**src/hdl/assert_macros.svh**
```systemverilog
// assertion macros of the shift light rtl
// no dependencies; included by the modules that carry assertions
`ifndef ASSERT_MACROS_SVH
`define ASSERT_MACROS_SVH

// property checked on every rising clock edge, off while reset is low
`define ASSERT_CLK(label, clk, rst_n, prop, msg) \
  label: assert property (@(posedge clk) disable iff (!rst_n) prop) else $error(msg);

// condition that must never be true out of reset
`define ASSERT_NEVER(label, clk, rst_n, cond, msg) \
  `ASSERT_CLK(label, clk, rst_n, !(cond), msg)

`endif

```
**src/hdl/crsl_pkg.sv**
```systemverilog
// types, codes and constants of the can rpm shift light
// no dependencies; imported by every module of the block
package crsl_pkg;

  localparam int unsigned SPEED_W    = 14;
  localparam int unsigned AGE_W      = 16;
  localparam int unsigned ID_W       = 11;
  localparam int unsigned FRAME_ID_W = 29;
  localparam int unsigned LEN_W      = 4;
  localparam int unsigned BYTE_W     = 8;
  localparam int unsigned CFG_IDX_W  = 3;
  localparam int unsigned CFG_DATA_W = 16;
  localparam int unsigned RAW_W      = 2 * BYTE_W;
  localparam int unsigned PROD_W     = RAW_W + 3;
  localparam int unsigned NUM_W      = SPEED_W + BYTE_W;
  localparam int unsigned DIV_IDX_W  = 3;
  localparam int unsigned LEDS       = 8;

  localparam logic [AGE_W-1:0]     AGE_MAX    = '1;
  localparam logic [LEN_W-1:0]     MIN_LEN    = 4'd4;
  localparam logic [BYTE_W-1:0]    LEVEL_FULL = 8'hFF;
  localparam logic [DIV_IDX_W-1:0] DIV_FIRST  = 3'd7;

  localparam logic [LEDS-1:0] PAIR1_MASK = 8'h81;
  localparam logic [LEDS-1:0] PAIR2_MASK = 8'h42;
  localparam logic [LEDS-1:0] PAIR3_MASK = 8'h24;
  localparam logic [LEDS-1:0] PAIR4_MASK = 8'h18;
  localparam logic [LEDS-1:0] ALL_MASK   = 8'hFF;

  // reset values of the configuration registers
  localparam logic                RST_CAN_ENABLE      = 1'b1;
  localparam logic [ID_W-1:0]     RST_SPEED_FRAME_ID  = 11'd790;
  localparam logic [SPEED_W-1:0]  RST_SPEED_LIMIT     = 14'd9000;
  localparam logic [AGE_W-1:0]    RST_STALE_LIMIT_MS  = 16'd2000;
  localparam logic [AGE_W-1:0]    RST_BLINK_PERIOD_MS = 16'd100;
  localparam logic [SPEED_W-1:0]  RST_LIT_START       = 14'd3000;
  localparam logic [SPEED_W-1:0]  RST_GRADIENT_START  = 14'd6000;
  localparam logic [SPEED_W-1:0]  RST_REDLINE         = 14'd7100;

  typedef enum logic [1:0] {
    ACT_FRAME  = 2'd0,
    ACT_TICK   = 2'd1,
    ACT_REDRAW = 2'd2
  } action_e;

  typedef enum logic [CFG_IDX_W-1:0] {
    CFG_CAN_ENABLE      = 3'd0,
    CFG_SPEED_FRAME_ID  = 3'd1,
    CFG_SPEED_LIMIT     = 3'd2,
    CFG_STALE_LIMIT_MS  = 3'd3,
    CFG_BLINK_PERIOD_MS = 3'd4,
    CFG_LIT_START       = 3'd5,
    CFG_GRADIENT_START  = 3'd6,
    CFG_REDLINE         = 3'd7
  } cfg_idx_e;

  typedef struct packed {
    logic               can_enable;
    logic [ID_W-1:0]    speed_frame_id;
    logic [SPEED_W-1:0] speed_limit;
    logic [AGE_W-1:0]   stale_limit_ms;
    logic [AGE_W-1:0]   blink_period_ms;
    logic [SPEED_W-1:0] lit_start;
    logic [SPEED_W-1:0] gradient_start;
    logic [SPEED_W-1:0] redline;
  } cfg_t;

  // controller to datapath
  typedef struct packed {
    logic                 take;
    logic                 div_step;
    logic [DIV_IDX_W-1:0] div_idx;
    logic                 out_load;
  } cmd_t;

  // datapath to controller
  typedef struct packed {
    logic redraw;
    logic grad;
  } stat_t;

endpackage

```
**src/hdl/crsl_cfg.sv**
```systemverilog
// configuration register bank of the shift light
// depends on crsl_pkg
module crsl_cfg import crsl_pkg::*; (
  input  logic                  clk_i,
  input  logic                  rst_ni,
  input  logic                  cfg_we_i,
  input  logic [CFG_IDX_W-1:0]  cfg_index_i,
  input  logic [CFG_DATA_W-1:0] cfg_data_i,
  output cfg_t                  cfg_o
);

  cfg_t cfg_q, cfg_d;

  always_comb begin
    cfg_d = cfg_q;
    if (cfg_we_i) begin
      unique case (cfg_idx_e'(cfg_index_i))
        CFG_CAN_ENABLE:      cfg_d.can_enable      = cfg_data_i[0];
        CFG_SPEED_FRAME_ID:  cfg_d.speed_frame_id  = cfg_data_i[ID_W-1:0];
        CFG_SPEED_LIMIT:     cfg_d.speed_limit     = cfg_data_i[SPEED_W-1:0];
        CFG_STALE_LIMIT_MS:  cfg_d.stale_limit_ms  = cfg_data_i[AGE_W-1:0];
        CFG_BLINK_PERIOD_MS: cfg_d.blink_period_ms = cfg_data_i[AGE_W-1:0];
        CFG_LIT_START:       cfg_d.lit_start       = cfg_data_i[SPEED_W-1:0];
        CFG_GRADIENT_START:  cfg_d.gradient_start  = cfg_data_i[SPEED_W-1:0];
        CFG_REDLINE:         cfg_d.redline         = cfg_data_i[SPEED_W-1:0];
        default:             cfg_d = cfg_q;
      endcase
    end
  end

  always_ff @(posedge clk_i or negedge rst_ni) begin
    if (!rst_ni) begin
      cfg_q.can_enable      <= RST_CAN_ENABLE;
      cfg_q.speed_frame_id  <= RST_SPEED_FRAME_ID;
      cfg_q.speed_limit     <= RST_SPEED_LIMIT;
      cfg_q.stale_limit_ms  <= RST_STALE_LIMIT_MS;
      cfg_q.blink_period_ms <= RST_BLINK_PERIOD_MS;
      cfg_q.lit_start       <= RST_LIT_START;
      cfg_q.gradient_start  <= RST_GRADIENT_START;
      cfg_q.redline         <= RST_REDLINE;
    end else begin
      cfg_q <= cfg_d;
    end
  end

  assign cfg_o = cfg_q;

endmodule

```
**src/hdl/crsl_dp.sv**
```systemverilog
// datapath of the shift light: speed decode, ages, color, pair mask, divider
// depends on crsl_pkg; driven by crsl_ctrl through cmd_t / stat_t
module crsl_dp import crsl_pkg::*; (
  input  logic                  clk_i,
  input  logic                  rst_ni,
  input  cfg_t                  cfg_i,
  input  cmd_t                  cmd_i,
  output stat_t                 stat_o,
  input  logic [1:0]            action_i,
  input  logic                  is_extended_i,
  input  logic                  is_remote_i,
  input  logic [FRAME_ID_W-1:0] frame_id_i,
  input  logic [LEN_W-1:0]      frame_length_i,
  input  logic [BYTE_W-1:0]     speed_low_byte_i,
  input  logic [BYTE_W-1:0]     speed_high_byte_i,
  output logic [BYTE_W-1:0]     red_level_o,
  output logic [BYTE_W-1:0]     green_level_o,
  output logic [LEDS-1:0]       lit_mask_o,
  output logic [SPEED_W-1:0]    engine_speed_o
);

  // state
  logic [SPEED_W-1:0] speed_q, speed_d;
  logic [AGE_W-1:0]   speed_age_q, speed_age_d;
  logic               blink_q, blink_d;
  logic [AGE_W-1:0]   blink_age_q, blink_age_d;

  // staged result and divider
  logic [BYTE_W-1:0]  res_red_q, res_green_q;
  logic [LEDS-1:0]    res_mask_q;
  logic [SPEED_W-1:0] res_speed_q;
  logic               res_grad_q;
  logic [NUM_W-1:0]   rem_q;
  logic [SPEED_W-1:0] span_q;
  logic [BYTE_W-1:0]  quo_q;

  logic [BYTE_W-1:0]  red_q, green_q;
  logic [LEDS-1:0]    mask_q;
  logic [SPEED_W-1:0] speed_out_q;

  logic               is_frame, is_tick, is_redraw;
  logic [RAW_W-1:0]   raw;
  logic [PROD_W-1:0]  prod;
  logic [SPEED_W-1:0] decoded, clamped;
  logic               frame_hit;
  logic               stale;
  logic [SPEED_W-1:0] s_cur;
  logic [AGE_W-1:0]   s4, r1, r2, r3, r4;
  logic [LEDS-1:0]    pair_mask;
  logic               below_lit, below_grad, le_red, in_grad, in_blink;
  logic               blink_toggle, blink_next;
  logic [SPEED_W-1:0] grad_diff, span;
  logic [NUM_W-1:0]   num, trial;
  logic               fits;
  logic [BYTE_W-1:0]  pre_red, pre_green;
  logic [LEDS-1:0]    pre_mask;

  assign is_frame  = (action_i == ACT_FRAME);
  assign is_tick   = (action_i == ACT_TICK);
  assign is_redraw = (action_i == ACT_REDRAW);

  // speed word times 5/32
  assign raw       = {speed_high_byte_i, speed_low_byte_i};
  assign prod      = {1'b0, raw, 2'b00} + {3'b000, raw};
  assign decoded   = prod[PROD_W-1:5];
  assign clamped   = (decoded > cfg_i.speed_limit) ? cfg_i.speed_limit : decoded;
  assign frame_hit = cfg_i.can_enable && !is_extended_i && !is_remote_i &&
                     (frame_id_i == FRAME_ID_W'(cfg_i.speed_frame_id)) &&
                     (frame_length_i >= MIN_LEN);

  assign stale = (speed_q != '0) && (speed_age_q > cfg_i.stale_limit_ms);
  assign s_cur = stale ? '0 : speed_q;

  // pairs >= k exactly when 4*s >= k*redline
  assign s4 = {s_cur, 2'b00};
  assign r1 = {2'b00, cfg_i.redline};
  assign r2 = {1'b0, cfg_i.redline, 1'b0};
  assign r3 = r1 + r2;
  assign r4 = {cfg_i.redline, 2'b00};
  assign pair_mask = ((s4 >= r1) ? PAIR1_MASK : '0) | ((s4 >= r2) ? PAIR2_MASK : '0) |
                     ((s4 >= r3) ? PAIR3_MASK : '0) | ((s4 >= r4) ? PAIR4_MASK : '0);

  assign below_lit  = (s_cur < cfg_i.lit_start);
  assign below_grad = (s_cur < cfg_i.gradient_start);
  assign le_red     = (s_cur <= cfg_i.redline);
  assign in_grad    = !below_lit && !below_grad && le_red;
  assign in_blink   = !below_lit && !below_grad && !le_red;

  assign blink_toggle = (blink_age_q >= cfg_i.blink_period_ms);
  assign blink_next   = blink_q ^ blink_toggle;

  // gradient numerator (s - start) * 255
  assign grad_diff = s_cur - cfg_i.gradient_start;
  assign span      = cfg_i.redline - cfg_i.gradient_start;
  assign num       = {grad_diff, 8'h00} - {8'h00, grad_diff};

  always_comb begin
    pre_red   = '0;
    pre_green = '0;
    pre_mask  = pair_mask;
    priority if (below_lit) begin
      pre_red   = '0;
    end else if (below_grad) begin
      pre_green = LEVEL_FULL;
    end else if (le_red) begin
      pre_red   = '0;
    end else begin
      pre_red   = blink_next ? LEVEL_FULL : '0;
      pre_mask  = ALL_MASK;
    end
  end

  assign stat_o.redraw = is_redraw;
  assign stat_o.grad   = in_grad;

  always_comb begin
    speed_d     = speed_q;
    speed_age_d = speed_age_q;
    blink_d     = blink_q;
    blink_age_d = blink_age_q;
    if (cmd_i.take) begin
      if (is_frame && frame_hit) begin
        speed_d     = clamped;
        speed_age_d = '0;
      end
      if (is_tick) begin
        if (speed_age_q != AGE_MAX) speed_age_d = speed_age_q + 1'b1;
        if (blink_age_q != AGE_MAX) blink_age_d = blink_age_q + 1'b1;
      end
      if (is_redraw) begin
        speed_d = s_cur;
        if (in_blink && blink_toggle) begin
          blink_d     = blink_next;
          blink_age_d = '0;
        end
      end
    end
  end

  always_ff @(posedge clk_i or negedge rst_ni) begin
    if (!rst_ni) begin
      speed_q     <= '0;
      speed_age_q <= '0;
      blink_q     <= 1'b0;
      blink_age_q <= '0;
    end else begin
      speed_q     <= speed_d;
      speed_age_q <= speed_age_d;
      blink_q     <= blink_d;
      blink_age_q <= blink_age_d;
    end
  end

  // restoring divider, one quotient bit per step, msb first
  assign trial = NUM_W'(span_q) << cmd_i.div_idx;
  assign fits  = (rem_q >= trial);

  always_ff @(posedge clk_i) begin
    if (cmd_i.take && is_redraw) begin
      res_red_q   <= pre_red;
      res_green_q <= pre_green;
      res_mask_q  <= pre_mask;
      res_speed_q <= s_cur;
      res_grad_q  <= in_grad;
      rem_q       <= num;
      span_q      <= span;
    end else if (cmd_i.div_step) begin
      if (fits) rem_q <= rem_q - trial;
      quo_q <= {quo_q[BYTE_W-2:0], fits};
    end
    if (cmd_i.out_load) begin
      red_q       <= res_grad_q ? quo_q : res_red_q;
      green_q     <= res_grad_q ? ~quo_q : res_green_q;
      mask_q      <= res_mask_q;
      speed_out_q <= res_speed_q;
    end
  end

  assign red_level_o    = red_q;
  assign green_level_o  = green_q;
  assign lit_mask_o     = mask_q;
  assign engine_speed_o = speed_out_q;

endmodule

```
**src/hdl/crsl_ctrl.sv**
```systemverilog
// controller of the shift light: input handshake, divider sequencing, output word
// depends on crsl_pkg and assert_macros.svh
`include "assert_macros.svh"
module crsl_ctrl import crsl_pkg::*; (
  input  logic  clk_i,
  input  logic  rst_ni,
  input  logic  in_valid_i,
  output logic  in_stall_o,
  output logic  out_valid_o,
  input  logic  out_stall_i,
  input  stat_t stat_i,
  output cmd_t  cmd_o
);

  typedef enum logic [1:0] {
    ST_IDLE = 2'd0,
    ST_DIV  = 2'd1,
    ST_DONE = 2'd2
  } state_e;

  state_e               state_q, state_d;
  logic [DIV_IDX_W-1:0] cnt_q, cnt_d;
  logic                 out_valid_q, out_valid_d;
  logic                 take, out_free;

  assign take     = (state_q == ST_IDLE) && in_valid_i;
  assign out_free = !out_valid_q || !out_stall_i;

  always_comb begin
    state_d     = state_q;
    cnt_d       = cnt_q;
    out_valid_d = out_valid_q && out_stall_i;
    cmd_o       = '0;
    cmd_o.take  = take;
    cmd_o.div_idx = cnt_q;
    unique case (state_q)
      ST_IDLE: begin
        if (take && stat_i.redraw) begin
          state_d = stat_i.grad ? ST_DIV : ST_DONE;
          cnt_d   = DIV_FIRST;
        end
      end
      ST_DIV: begin
        cmd_o.div_step = 1'b1;
        cnt_d          = cnt_q - 1'b1;
        if (cnt_q == '0) state_d = ST_DONE;
      end
      ST_DONE: begin
        if (out_free) begin
          cmd_o.out_load = 1'b1;
          out_valid_d    = 1'b1;
          state_d        = ST_IDLE;
        end
      end
      default: state_d = ST_IDLE;
    endcase
  end

  always_ff @(posedge clk_i or negedge rst_ni) begin
    if (!rst_ni) begin
      state_q     <= ST_IDLE;
      cnt_q       <= '0;
      out_valid_q <= 1'b0;
    end else begin
      state_q     <= state_d;
      cnt_q       <= cnt_d;
      out_valid_q <= out_valid_d;
    end
  end

  assign in_stall_o  = (state_q != ST_IDLE);
  assign out_valid_o = out_valid_q;

  // a pending word is never overwritten
  `ASSERT_NEVER(a_no_overwrite, clk_i, rst_ni, cmd_o.out_load && out_valid_q && out_stall_i,
    "output word overwritten while stalled")
  // an accepted redraw always leaves idle
  `ASSERT_CLK(a_redraw_busy, clk_i, rst_ni,
    (take && stat_i.redraw) |=> (state_q != ST_IDLE), "redraw did not start")
  // divider steps count down one per cycle
  `ASSERT_CLK(a_div_count, clk_i, rst_ni,
    (state_q == ST_DIV && cnt_q != '0) |=>
      (state_q == ST_DIV && cnt_q == $past(cnt_q) - 1'b1), "divider step skipped")

endmodule

```
**src/hdl/can_rpm_shift_light_top.sv**
```systemverilog
// top level of the can rpm shift light
// depends on crsl_pkg, crsl_cfg, crsl_ctrl and crsl_dp
//
//   channel  direction  handshake               payload
//   in       input      in_valid_i / in_stall_o  action, frame flags, id, length, bytes
//   out      output     out_valid_o / out_stall_i red, green, lit mask, engine speed
//   cfg      input      cfg_we_i                cfg_index_i, cfg_data_i
//
// a frame, tick or ignored action does not stall the input; the next word is taken right after
// a redraw outside the gradient holds the input while the controller is in its done state
// a gradient redraw holds it through the divide state, whose 8 steps run the restoring divider, and the done state
// a redraw also waits while the previous output word is still stalled
// reset is asynchronous, active low, and clears speed, ages and blink state
module can_rpm_shift_light_top import crsl_pkg::*; (
  input  logic                  clk_i,
  input  logic                  rst_ni,
  // input words
  input  logic                  in_valid_i,
  output logic                  in_stall_o,
  input  logic [1:0]            action_i,
  input  logic                  is_extended_i,
  input  logic                  is_remote_i,
  input  logic [FRAME_ID_W-1:0] frame_id_i,
  input  logic [LEN_W-1:0]      frame_length_i,
  input  logic [BYTE_W-1:0]     speed_low_byte_i,
  input  logic [BYTE_W-1:0]     speed_high_byte_i,
  // output words
  output logic                  out_valid_o,
  input  logic                  out_stall_i,
  output logic [BYTE_W-1:0]     red_level_o,
  output logic [BYTE_W-1:0]     green_level_o,
  output logic [LEDS-1:0]       lit_mask_o,
  output logic [SPEED_W-1:0]    engine_speed_o,
  // configuration writes
  input  logic                  cfg_we_i,
  input  logic [CFG_IDX_W-1:0]  cfg_index_i,
  input  logic [CFG_DATA_W-1:0] cfg_data_i
);

  cfg_t  cfg;
  cmd_t  cmd;
  stat_t stat;

  // register bank; the user must write it only while the block is idle, the block does not enforce this
  crsl_cfg u_cfg (
    .clk_i       (clk_i),
    .rst_ni      (rst_ni),
    .cfg_we_i    (cfg_we_i),
    .cfg_index_i (cfg_index_i),
    .cfg_data_i  (cfg_data_i),
    .cfg_o       (cfg)
  );

  // sequencer: accepts words, steps the divider, loads the output word
  crsl_ctrl u_ctrl (
    .clk_i       (clk_i),
    .rst_ni      (rst_ni),
    .in_valid_i  (in_valid_i),
    .in_stall_o  (in_stall_o),
    .out_valid_o (out_valid_o),
    .out_stall_i (out_stall_i),
    .stat_i      (stat),
    .cmd_o       (cmd)
  );

  // speed, ages, color selection and the gradient divider
  crsl_dp u_dp (
    .clk_i             (clk_i),
    .rst_ni            (rst_ni),
    .cfg_i             (cfg),
    .cmd_i             (cmd),
    .stat_o            (stat),
    .action_i          (action_i),
    .is_extended_i     (is_extended_i),
    .is_remote_i       (is_remote_i),
    .frame_id_i        (frame_id_i),
    .frame_length_i    (frame_length_i),
    .speed_low_byte_i  (speed_low_byte_i),
    .speed_high_byte_i (speed_high_byte_i),
    .red_level_o       (red_level_o),
    .green_level_o     (green_level_o),
    .lit_mask_o        (lit_mask_o),
    .engine_speed_o    (engine_speed_o)
  );

endmodule

```
**config.mk**
```make
export PLATFORM = sky130hd
export DESIGN_NAME = can_rpm_shift_light_top
export DESIGN_NICKNAME = d
export VERILOG_FILES = /design/src/hdl/crsl_pkg.sv /design/src/hdl/crsl_cfg.sv /design/src/hdl/crsl_dp.sv /design/src/hdl/crsl_ctrl.sv /design/src/hdl/can_rpm_shift_light_top.sv
export VERILOG_INCLUDE_DIRS = /design/src /design/src/hdl
export SDC_FILE = /design/constraint.sdc
export NUM_CORES = 1
export LEC_CHECK = 0
export BUFFER_PORTS_ARGS = -buffer_cell sky130_fd_sc_hd__buf_2
export CORE_ASPECT_RATIO = 0.6
export CORE_MARGIN = 3
export CORE_UTILIZATION = 28
export DETAILED_ROUTE_END_ITERATION = 6
export PLACE_DENSITY = 0.46
export SETUP_SLACK_MARGIN = 0.5
export SLEW_MARGIN = 25
export SYNTH_ARGS = -nofsm -noshare
export SYNTH_HDL_FRONTEND = slang
export SYNTH_SLANG_ARGS = --single-unit
```
**constraint.sdc**
```tcl
create_clock -name clk_i -period 8.8 [get_ports clk_i]
set_input_delay 2.2 -clock clk_i [delete_from_list [all_inputs] [get_ports clk_i]]
set_output_delay 2.2 -clock clk_i [all_outputs]
set_load 0.02 [all_outputs]
```
# Yosys cells after proc, flatten, opt, wreduce, memory -nomap -nowiden
# Cells that the tools add are included.
# classes
reduce_logical	46
order_cmp	12
eq_ne	17
n_mux	37
shift	1
n_bitwise	6
addsub	9
# ops
operator	n
$mux W16	7
$mux W22	3
$mux W8	8
$mux W14	4
$ge A16 B16 Y1	3
$add A16 B1 Y16 const B	2
$ne A16 B16 Y1 const B	2
$eq A29 B11 Y1	1
$lt A14 B14 Y1	2
$sub A14 B14 Y14	2
$or A8 B8 Y8	3
$reduce_and A2 Y1	12
$ge A22 B22 Y1	1
$shl A14 B3 Y22	1
$sub A22 B14 Y22	1
$sub A22 B22 Y22	1
$add A18 B16 Y19	1
$add A14 B15 Y16	1
$ge A16 B14 Y1	1
$ge A16 B15 Y1	1
$gt A16 B16 Y1	1
$gt A14 B14 Y1	1
$le A14 B14 Y1	1
$reduce_bool A14 Y1	1
28 further kinds	67
# totals
wordCells	155
out_inout_bits	40
input_bits	77
reg_bits	274

# Depth between registers and ports, before layout
# Gate-level depths: netlist (run 1).
# depth
ltp_word	11
mapped_depth	30
ltp_nobuf	28

# Modules after synthesis
# From an unflattened synthesis (run 1), not the netlist that was laid out.
# hier_totals
hier_cells	1688
hier_area_um2	17202.7
# modules_own_cells
mod	cells_per_inst	area_each_um2	seq_area_each_um2	n_inst
crsl_dp	1438	13048.8	4149.0	1
crsl_cfg	217	3834.9	2556.2	1
crsl_ctrl	33	319.1	150.1	1

# Least setup slack after synthesis (run 1)
# Ideal clock, no wire load.
# synth_timing
path_type	input -> register
start	in speed_low_byte_i[1]
end	reg u_dp.speed_q[10]
setup_time_ps	133
path_slack_ps	2347
cell_stages	23
arrival_ps	6319
path_buffers	1
t_required_ps	8667
cell_sequence	ha_1 -> a31o_2 -> a21oi_1 -> o21bai_1 -> a21oi_1 -> nor2_1 -> nor2_1 -> xnor2_1 -> ha_1 -> a21o_1 -> a21oi_1 -> nor2b_1 -> o31a_1 -> o21a_1 -> o21a_1 -> o21a_1 -> o21ai_0 -> a21oi_1 -> o31ai_1 -> clkbuf_1 -> nor2_1 -> a21oi_1 -> o21ai_0
# synth_between
elab_chain_len	5
# synth_rtl
item	line_no	rtl
from (decl)	can_rpm_shift_light_top.sv:25	input logic [BYTE_W-1:0] speed_low_byte_i,
$add A18 B16 Y19 (*)	crsl_dp.sv:64	assign prod = {1'b0, raw, 2'b00} + {3'b000, raw};
$gt A14 B14 Y1	crsl_dp.sv:66	assign clamped = (decoded > cfg_i.speed_limit) ? cfg_i.speed_limit : decoded;
$mux W14 (*)	crsl_dp.sv:66	
$mux W14 (*)	crsl_dp.sv:122	if (is_frame && frame_hit) begin
$mux W14 (*)	crsl_dp.sv:130	if (is_redraw) begin
to (signal assigned)	crsl_dp.sv:147	speed_q <= speed_d;
to (decl)	crsl_dp.sv:23	logic [SPEED_W-1:0] speed_q, speed_d;
# Every way passes the cells marked *; elsewhere a longest branch is shown, timed or not. The select of a mux whose other input is x is not followed.
# A chain may end at the register's enable or synchronous reset.

# Worst setup path after layout (run 1)
# layout_timing
start	reg u_dp.speed_age_q[15]
end	reg u_dp.rem_q[21], data pin
# layout_between
elab_chain_len	6
# layout_rtl
item	line_no	rtl
from (decl)	crsl_dp.sv:24	logic [AGE_W-1:0] speed_age_q, speed_age_d;
from (signal assigned)	crsl_dp.sv:148	speed_age_q <= speed_age_d;
$gt A16 B16 Y1	crsl_dp.sv:71	assign stale = (speed_q != '0) && (speed_age_q > cfg_i.stale_limit_ms);
$logic_and A1 B1 Y1	crsl_dp.sv:71	
$mux W14	crsl_dp.sv:72	assign s_cur = stale ? '0 : speed_q;
net u_dp.s_cur[1]	crsl_dp.sv:47	logic [SPEED_W-1:0] s_cur;
$sub A14 B14 Y14	crsl_dp.sv:93	assign grad_diff = s_cur - cfg_i.gradient_start;
$sub A22 B14 Y22	crsl_dp.sv:95	assign num = {grad_diff, 8'h00} - {8'h00, grad_diff};
$mux W22	crsl_dp.sv:159	if (cmd_i.take && is_redraw) begin
to (signal assigned)	crsl_dp.sv:165	rem_q <= num;
to (signal assigned)	crsl_dp.sv:168	if (fits) rem_q <= rem_q - trial;
to (decl)	crsl_dp.sv:33	logic [NUM_W-1:0] rem_q;
# The timed path passes the listed nets, and every way through them passes these cells.

==> flow_summary.yaml, run 1 <==
critical_path:
  cpMostUsedCell: "ha_1"
  worstPathArrival_ns: 7.68
  max_stage_delay_ns: 0.54
  crit_fanout: 13
  critPathSlowestCell: "a31oi_4"
  required_ns: 9.09
  start_kind: "flip-flop"
  crit_type: "flip-flop to flip-flop"
  reg2reg_slack_ns: 1.41
  endpoint_kind: "flip-flop"
sta:
  worst_slack_ns: 1.41
  setup_violations: 0
  fmax_mhz: 135
  finalMaxSlewViolations: 0
  tightest_slew_ns: 1.07
  clock_skew_ns: 0.0153
  rsz0062_at_grt: "no"
  min_period_ns: 7.39
  tns_ns: 0
  maxSlewHeadroom: 0.286
  period_share: 0.839
  finalHoldViolCount: 0
clocking:
  ctsHtreeMaxLevel: 1
  clock_path_buffers: 3
  clockRootBuffer: "clkbuf_16"
  clock-sinks: 252
  clk_pin_slew_worst_paths_ns: 0.07
  cts_resized: 0
  cts_setup_buffers: 0
  cts_hold_buffers: 0
  insertion_delay_ns: 0.58
  numCtsBuffers: 27
  cts_tree: "built"
power_and_ir_drop:
  combPwrFrac: 0.454
  p_leak_nw: 8.68
  clkPwrFrac: 0.232
  power.density_mw_per_mm2: 286
  netSwitchingPower_mw: 2.19
  ir_drop_mv: 0.131
  internal_power_mw: 3.44
  power_frac_seq: 0.314
  p_sw_frac: 0.389
yosys:
  ys.flop_type: "dfrtp_1"
  avgSynthCellArea_sq_um: 9.91
  synth_area_leader_cell: "edfxtp_1"
  yosysUniqueCellTypes: 103
  yosysTopAreaCellShare: 0.173
  ys_ff_latch: 252
  synth_area_leaders: "edfxtp_1 17%, dfrtp_1 16%, ha_1 13%"
  synth_warnings: 0
  async_flop_share: 0.607
  synth_cells: 1732
  syn_nets: 1998
  synth_edf_count: 99
  ys_seq_area_frac: 0.400
  synth_area_sq_mm: 0.0172
global_routing:
  grt_max_degree: 94
  grt_pass1_wl_microns: 77400
  antenna_found_initial: 4
  grt.overflow.total: 0
  gr-usage-all-layers: 0.154
  grt_pass1_vias: 12648
floorplan:
  dieWidth_microns: 326
  core.rowCount: 69
  die_y_microns: 198
  io_pins: 117
  die_area_sq_mm: 0.0644
  core_area_sq_mm: 0.0599
  initial_core_util: 0.286
placed_design:
  pre_cts_slack_ns: 1.48
  gp_congestion: 0.831
  dpl.hpwl_microns: 38000
  portBuffers: 114
routing:
  vias: 12937
  viasPerCell: 4.82
  wl_per_cell_microns: 18.6
  firstDrtPassIters: 5
  first_iter_violations: 858
  drc: 0
  antenna_left: 0
  routed_wl_microns: 49900
layout:
  final_core_util: 0.329
  area_growth_pct: 14.9
  fin_nets: 2112
  n_antenna_cell: 0
  layout-drive-gt1-share: 0.184
job:
  drv_cap: 0
min_path:
  min-delay-path-class: "flip-flop to flip-flop"
outcome:
  status: "finished clean"
==> power groups by stage <==
| stage | Combinational [mW] | Clock [mW] | Sequential, mW |
|---|---|---|---|
| global route | 2.90 | 1.40 | 1.81 |
| global placement | 2.50 | 0 | 1.78 |
| finish | 2.56 | 1.31 | 1.77 |
| floorplan | 1.93 | 0 | 1.72 |
| CTS | 2.55 | 1.35 | 1.77 |
| detailed placement | 2.53 | 0 | 1.79 |
==> placed cells by master, fill, tap and decap left out, types with 28 or more instances in the layout <==
| master | Yosys | final |
|---|---|---|
| a21o_1 | 35 | 35 |
| a21oi_1 | 104 | 103 |
| buf_2 | 1 | 113 |
| dfrtp_1 | 110 | 109 |
| dfstp_2 | 43 | 43 |
| edfxtp_1 | 99 | 99 |
| ha_1 | 185 | 185 |
| inv_1 | 133 | 132 |
| mux2_2 | 72 | 72 |
| nand2_1 | 137 | 136 |
| nand2b_1 | 32 | 32 |
| nand3_1 | 35 | 35 |
| nand4_1 | 29 | 29 |
| nor2_1 | 132 | 132 |
| nor2b_1 | 35 | 35 |
| nor3_1 | 28 | 28 |
| o21ai_0 | 117 | 117 |
| xnor2_1 | 61 | 61 |
| xor2_1 | 35 | 35 |
==> synth_stat cells, types with 11 or more instances <==
cell	count
ha_1	185
nand2_1	137
inv_1	133
nor2_1	132
o21ai_0	117
dfrtp_1	110
a21oi_1	104
edfxtp_1	99
mux2_2	72
xnor2_1	61
dfstp_2	43
clkbuf_1	36
a21o_1	35
nand3_1	35
nor2b_1	35
xor2_1	35
nand2b_1	32
nand4_1	29
nor3_1	28
mux2i_1	24
o21a_1	19
and2_1	16
a211oi_1	14
and3_1	13
nor4_1	13
o21bai_1	11
==> per-stage QoR <==
stage	hold WS, ns	std cells	cell area (sq um)	power [mW]
2_1_floorplan	0.400	1732	17200	3.66
3_3_place_gp	0.404	2630	18700	4.28
3_5_place_dp	0.406	2631	18700	4.31
4_1_cts	0.422	2681	19700	5.67
5_1_grt	0.431	2683	19700	6.11
6_report	0.420	2683	19700	5.64
==> critical path, delay by kind of cell, from the launching register on <==
family / cells / cell delay [ns]
AOI/OAI and AO/OA: 10 / 2.55
xor gates and xnor gates: 2 / 0.41
adders and majority gates: 3 / 1.11
DFF: 1 / 0.43
and+or+nand+nor: 12 / 2.54
==> worst paths after layout <==
kind	cells past startpoint	end	startpoint
worst max-delay path	27	u_dp.rem_q[21]	u_dp.speed_age_q[15]
worst min-delay path	0	u_dp.engine_speed_o[8]	u_dp.res_speed_q[8]
worst max register to register	27	u_dp.rem_q[21]	u_dp.speed_age_q[15]
worst min register to register	0	u_dp.engine_speed_o[8]	u_dp.res_speed_q[8]
max in group asynchronous	2	u_cfg.cfg_o[41]	rst_ni
min in group asynchronous	1	u_cfg.cfg_o[94]	rst_ni
==> layer usage <==
metal  vias up  track usage  share of wire
li1       6444            -              -
met1      6171        0.248           0.55
met2       280        0.212           0.38
met3        42       0.0330          0.064
met4         0       0.0211          0.012
met5         -            0              0
==> registers in the layout, indices dropped and copies added, names as in the netlist <==
name,flops
u_dp.blink_q,1
u_ctrl.out_valid_o,1
u_dp.rem_q,22
u_dp.quo_q,8
u_dp.res_grad_q,1
u_dp.engine_speed_o,14
u_dp.speed_age_q,16
u_dp.red_level_o,8
u_dp.res_red_q,1
u_dp.lit_mask_o,4
u_dp.speed_q,14
u_ctrl.state_q,2
u_ctrl.cnt_q,3
u_dp.blink_age_q,16
u_dp.res_speed_q,14
u_dp.green_level_o,8
u_cfg.cfg_o,100
u_dp.res_green_q,1
u_dp.res_mask_q,4
u_dp.span_q,14
==> kinds of logic after synthesis <==
| kind of cell | after synthesis | synth area share |
|---|---|---|
| flops | 252 | 0.400 |
| mux | 103 | 0.0695 |
| xor+xnor | 98 | 0.0516 |
| fa+ha+maj | 194 | 0.143 |
| simple gates | 515 | 0.150 |
| compound gates | 388 | 0.145 |
| buf+inv | 182 | 0.0420 |
==> layout make-up <==
cell class | count | area, sq um
repair buffers | 131 | 716
fillers | 6175 | 40200
flip-flops and latches | 252 | 6860
clock buffers | 27 | 676
multi-input cells | 1298 | 9610
well taps | 816 | 1020
inverters | 136 | 513
clock inverters | 23 | 317
Power figures use the tool's default switching activity.
==> run 2, diff against run 1 <==
- ABC_AREA: unset -> 1
- PLACE_DENSITY: 0.46 -> 0.48
- clock period: 8.8 -> 6.6 ns (I/O delays scaled with it)
==> flow_summary.yaml, run 2 <==
critical_path:
  timing.rr.end: "u_dp.rem_q[19]"
  crit_fanout: 13
  crit_type: "flip-flop to flip-flop"
  crit_end: "u_dp.rem_q[19]"
  r2r_cells: 28
  cp_num_cells: 28
  required_ns: 6.91
  critPathSlowestCell: "dfstp_2"
  reg2reg_slack_ns: 1.07
  max_stage_delay_ns: 0.53
  endpoint_kind: "flip-flop"
  cpMostUsedCell: "nand2_1"
  worstPathArrival_ns: 5.84
  start_kind: "flip-flop"
  cp_top_family: "simple AND/OR/NAND/NOR gates"
  reg2reg_from: "u_cfg.cfg_o[65]"
  worst-path-buf-inv: 5
  critPathLaunch: "u_cfg.cfg_o[65]"
floorplan:
  io_pins: 117
  dieWidth_microns: 331
  die_y_microns: 201
  die_area_sq_mm: 0.0666
  core_area_sq_mm: 0.0618
  initial_core_util: 0.287
  core.rowCount: 70
sta:
  tns_ns: 0
  finalHoldViolCount: 0
  rsz0062_at_grt: "no"
  finalMaxSlewViolations: 0
  period_share: 0.838
  whs_ns: 0.417
  fmax_mhz: 181
  setup_violations: 0
  tightest_slew_ns: 1.06
  maxSlewHeadroom: 0.293
  min_period_ns: 5.53
  clock_skew_ns: 0.0117
layout:
  fin_nets: 2605
  largest_reg_flops: 100
  layout_commonest_cell: "nand2_1"
  final_cell_mix: "510 x nand2_1, 318 x inv_1, 213 x o21ai_0"
  layout-drive-gt1-share: 0.133
  nFillCells: 6513
  area_growth_pct: 14.3
power_and_ir_drop:
  ir_drop_mv: 0.287
  power.density_mw_per_mm2: 537
  p_leak_nw: 9.66
yosys:
  synth_cells: 2216
  yosysTopAreaCellShare: 0.167
  ys.flop_type: "dfrtp_1"
  netlist_top_cells_count: "510 x nand2_1, 318 x inv_1, 213 x o21ai_0, 185 x ha_1, 148 x nor2_1"
  ys_ff_latch: 252
  synth_area_sq_mm: 0.0178
  avgSynthCellArea_sq_um: 8.02
  yosysUniqueCellTypes: 69
  synth_area_leader_cell: "edfxtp_1"
  syn_nets: 2482
  yosysMostFrequentCell: "nand2_1"
  synth_edf_count: 99
  synth_warnings: 0
  ys_seq_area_frac: 0.386
  synth_area_leaders: "edfxtp_1 17%, dfrtp_1 15%, ha_1 13%"
  async_flop_share: 0.607
placed_design:
  dpl.hpwl_microns: 41300
  gp_congestion: 0.839
  portBuffers: 114
global_routing:
  grt.overflow.total: 0
  antenna_found_initial: 3
  grt_pass1_wl_microns: 83600
  gr-usage-all-layers: 0.158
  grt_pass1_vias: 14344
  grt_max_degree: 154
clocking:
  clk_pin_slew_worst_paths_ns: 0.06
  clockRootBuffer: "clkbuf_16"
  clock_path_buffers: 3
  ctsHtreeMaxLevel: 1
  insertion_delay_ns: 0.57
  cts_hold_buffers: 0
  numCtsBuffers: 28
  cts_tree: "built"
  clock-sinks: 252
routing:
  drc: 0
  wl_per_cell_microns: 16.6
  antenna_left: 0
  firstDrtPassIters: 6
  routed_wl_microns: 53100
  vias: 15172
  viasPerCell: 4.76
  first_iter_violations: 1246
min_path:
  min-delay-path-class: "flip-flop to flip-flop"
outcome:
  status: "finished clean"
job:
  drv_cap: 0
-- run 2: metrics by stage --
step	util	cell area [sq um]	total power [mW]	cells	worst slack (ns)
floorplan	-	17800	7.31	2216	1.62
global placement	0.313	19400	9.17	3135	0.557
detailed placement	0.313	19400	9.24	3135	0.573
CTS	0.328	20300	10.9	3187	0.929
global route	0.328	20300	12.0	3189	0.565
finish	0.328	20300	10.9	3190	1.07
-- run 2: worst reg2reg max path, delay by kind of cell (launching register included) --
family	cells	cell delay, ns
compound gates	3	0.56
flops	1	0.53
xor+xnor	1	0.17
simple gates	16	2.37
buf+inv	5	0.59
fa+ha+maj	3	1.07
-- run 2: what timing repair did --
item | in CTS | in global routing
buffers inserted | 0 | 2
gates resized for setup | 0 | 0
setup endpoints to repair | 0 | 2
-- run 2: per-layer routing --
| metal | share of wire | vias to the layer above | track usage |
|---|---|---|---|
| met2 | 0.38 | 377 | 0.218 |
| li1 | - | 7645 | - |
| met1 | 0.54 | 7105 | 0.253 |
| met3 | 0.067 | 45 | 0.0325 |
| met4 | 0.012 | 0 | 0.0211 |
| met5 | 0 | - | 0 |
-- run 2: power by group --
part | internal, mW | total, mW | switching, mW
registers | 2.21 | 2.51 | 0.294
logic | 2.29 | 6.83 | 4.55
clock network | 0.887 | 1.56 | 0.675
-- run 2: cell type report --
class | count | area [sq um] | area share
multi-input cells | 1587 | 9490 | 0.467
clock buffers | 39 | 803 | 0.0396
well taps | 828 | 1040 | 0.0510
repair buffers | 137 | 762 | 0.0375
flip-flops and latches | 252 | 6860 | 0.338
diodes | 1 | 2.50 | 0.000123
inverters | 333 | 1250 | 0.0617
clock inverters | 13 | 100 | 0.00493
-- run 2: cells by family (layout without fill, tap and decap cells) --
family                     after synthesis  after routing  synth area share
AOI/OAI and AO/OA                      429            429             0.134
DFF                                    252            252             0.386
muxes                                    3              3           0.00169
other                                    0              1                 0
xor gates and xnor gates                71             71            0.0375
adders and majority gates              190            190             0.135
buffers and inverters                  377            522            0.0811
and+or+nand+nor                        894            894             0.224
-- run 2: worst min-delay path by stage --
| stage | start | end | slack, ns | cells past startpoint |
|---|---|---|---|---|
| 2_1_floorplan | u_dp.res_speed_q[0] | u_dp.engine_speed_o[0] | 0.40 | 0 |
| 3_3_place_gp | u_dp.res_speed_q[7] | u_dp.engine_speed_o[7] | 0.40 | 0 |
| 3_5_place_dp | u_dp.res_mask_q[5] | u_dp.lit_mask_o[5] | 0.41 | 0 |
| 4_1_cts | u_dp.res_speed_q[9] | u_dp.engine_speed_o[9] | 0.42 | 0 |
| 5_1_grt | u_dp.res_speed_q[4] | u_dp.engine_speed_o[4] | 0.43 | 0 |
| 6_report | u_dp.res_speed_q[9] | u_dp.engine_speed_o[9] | 0.42 | 0 |
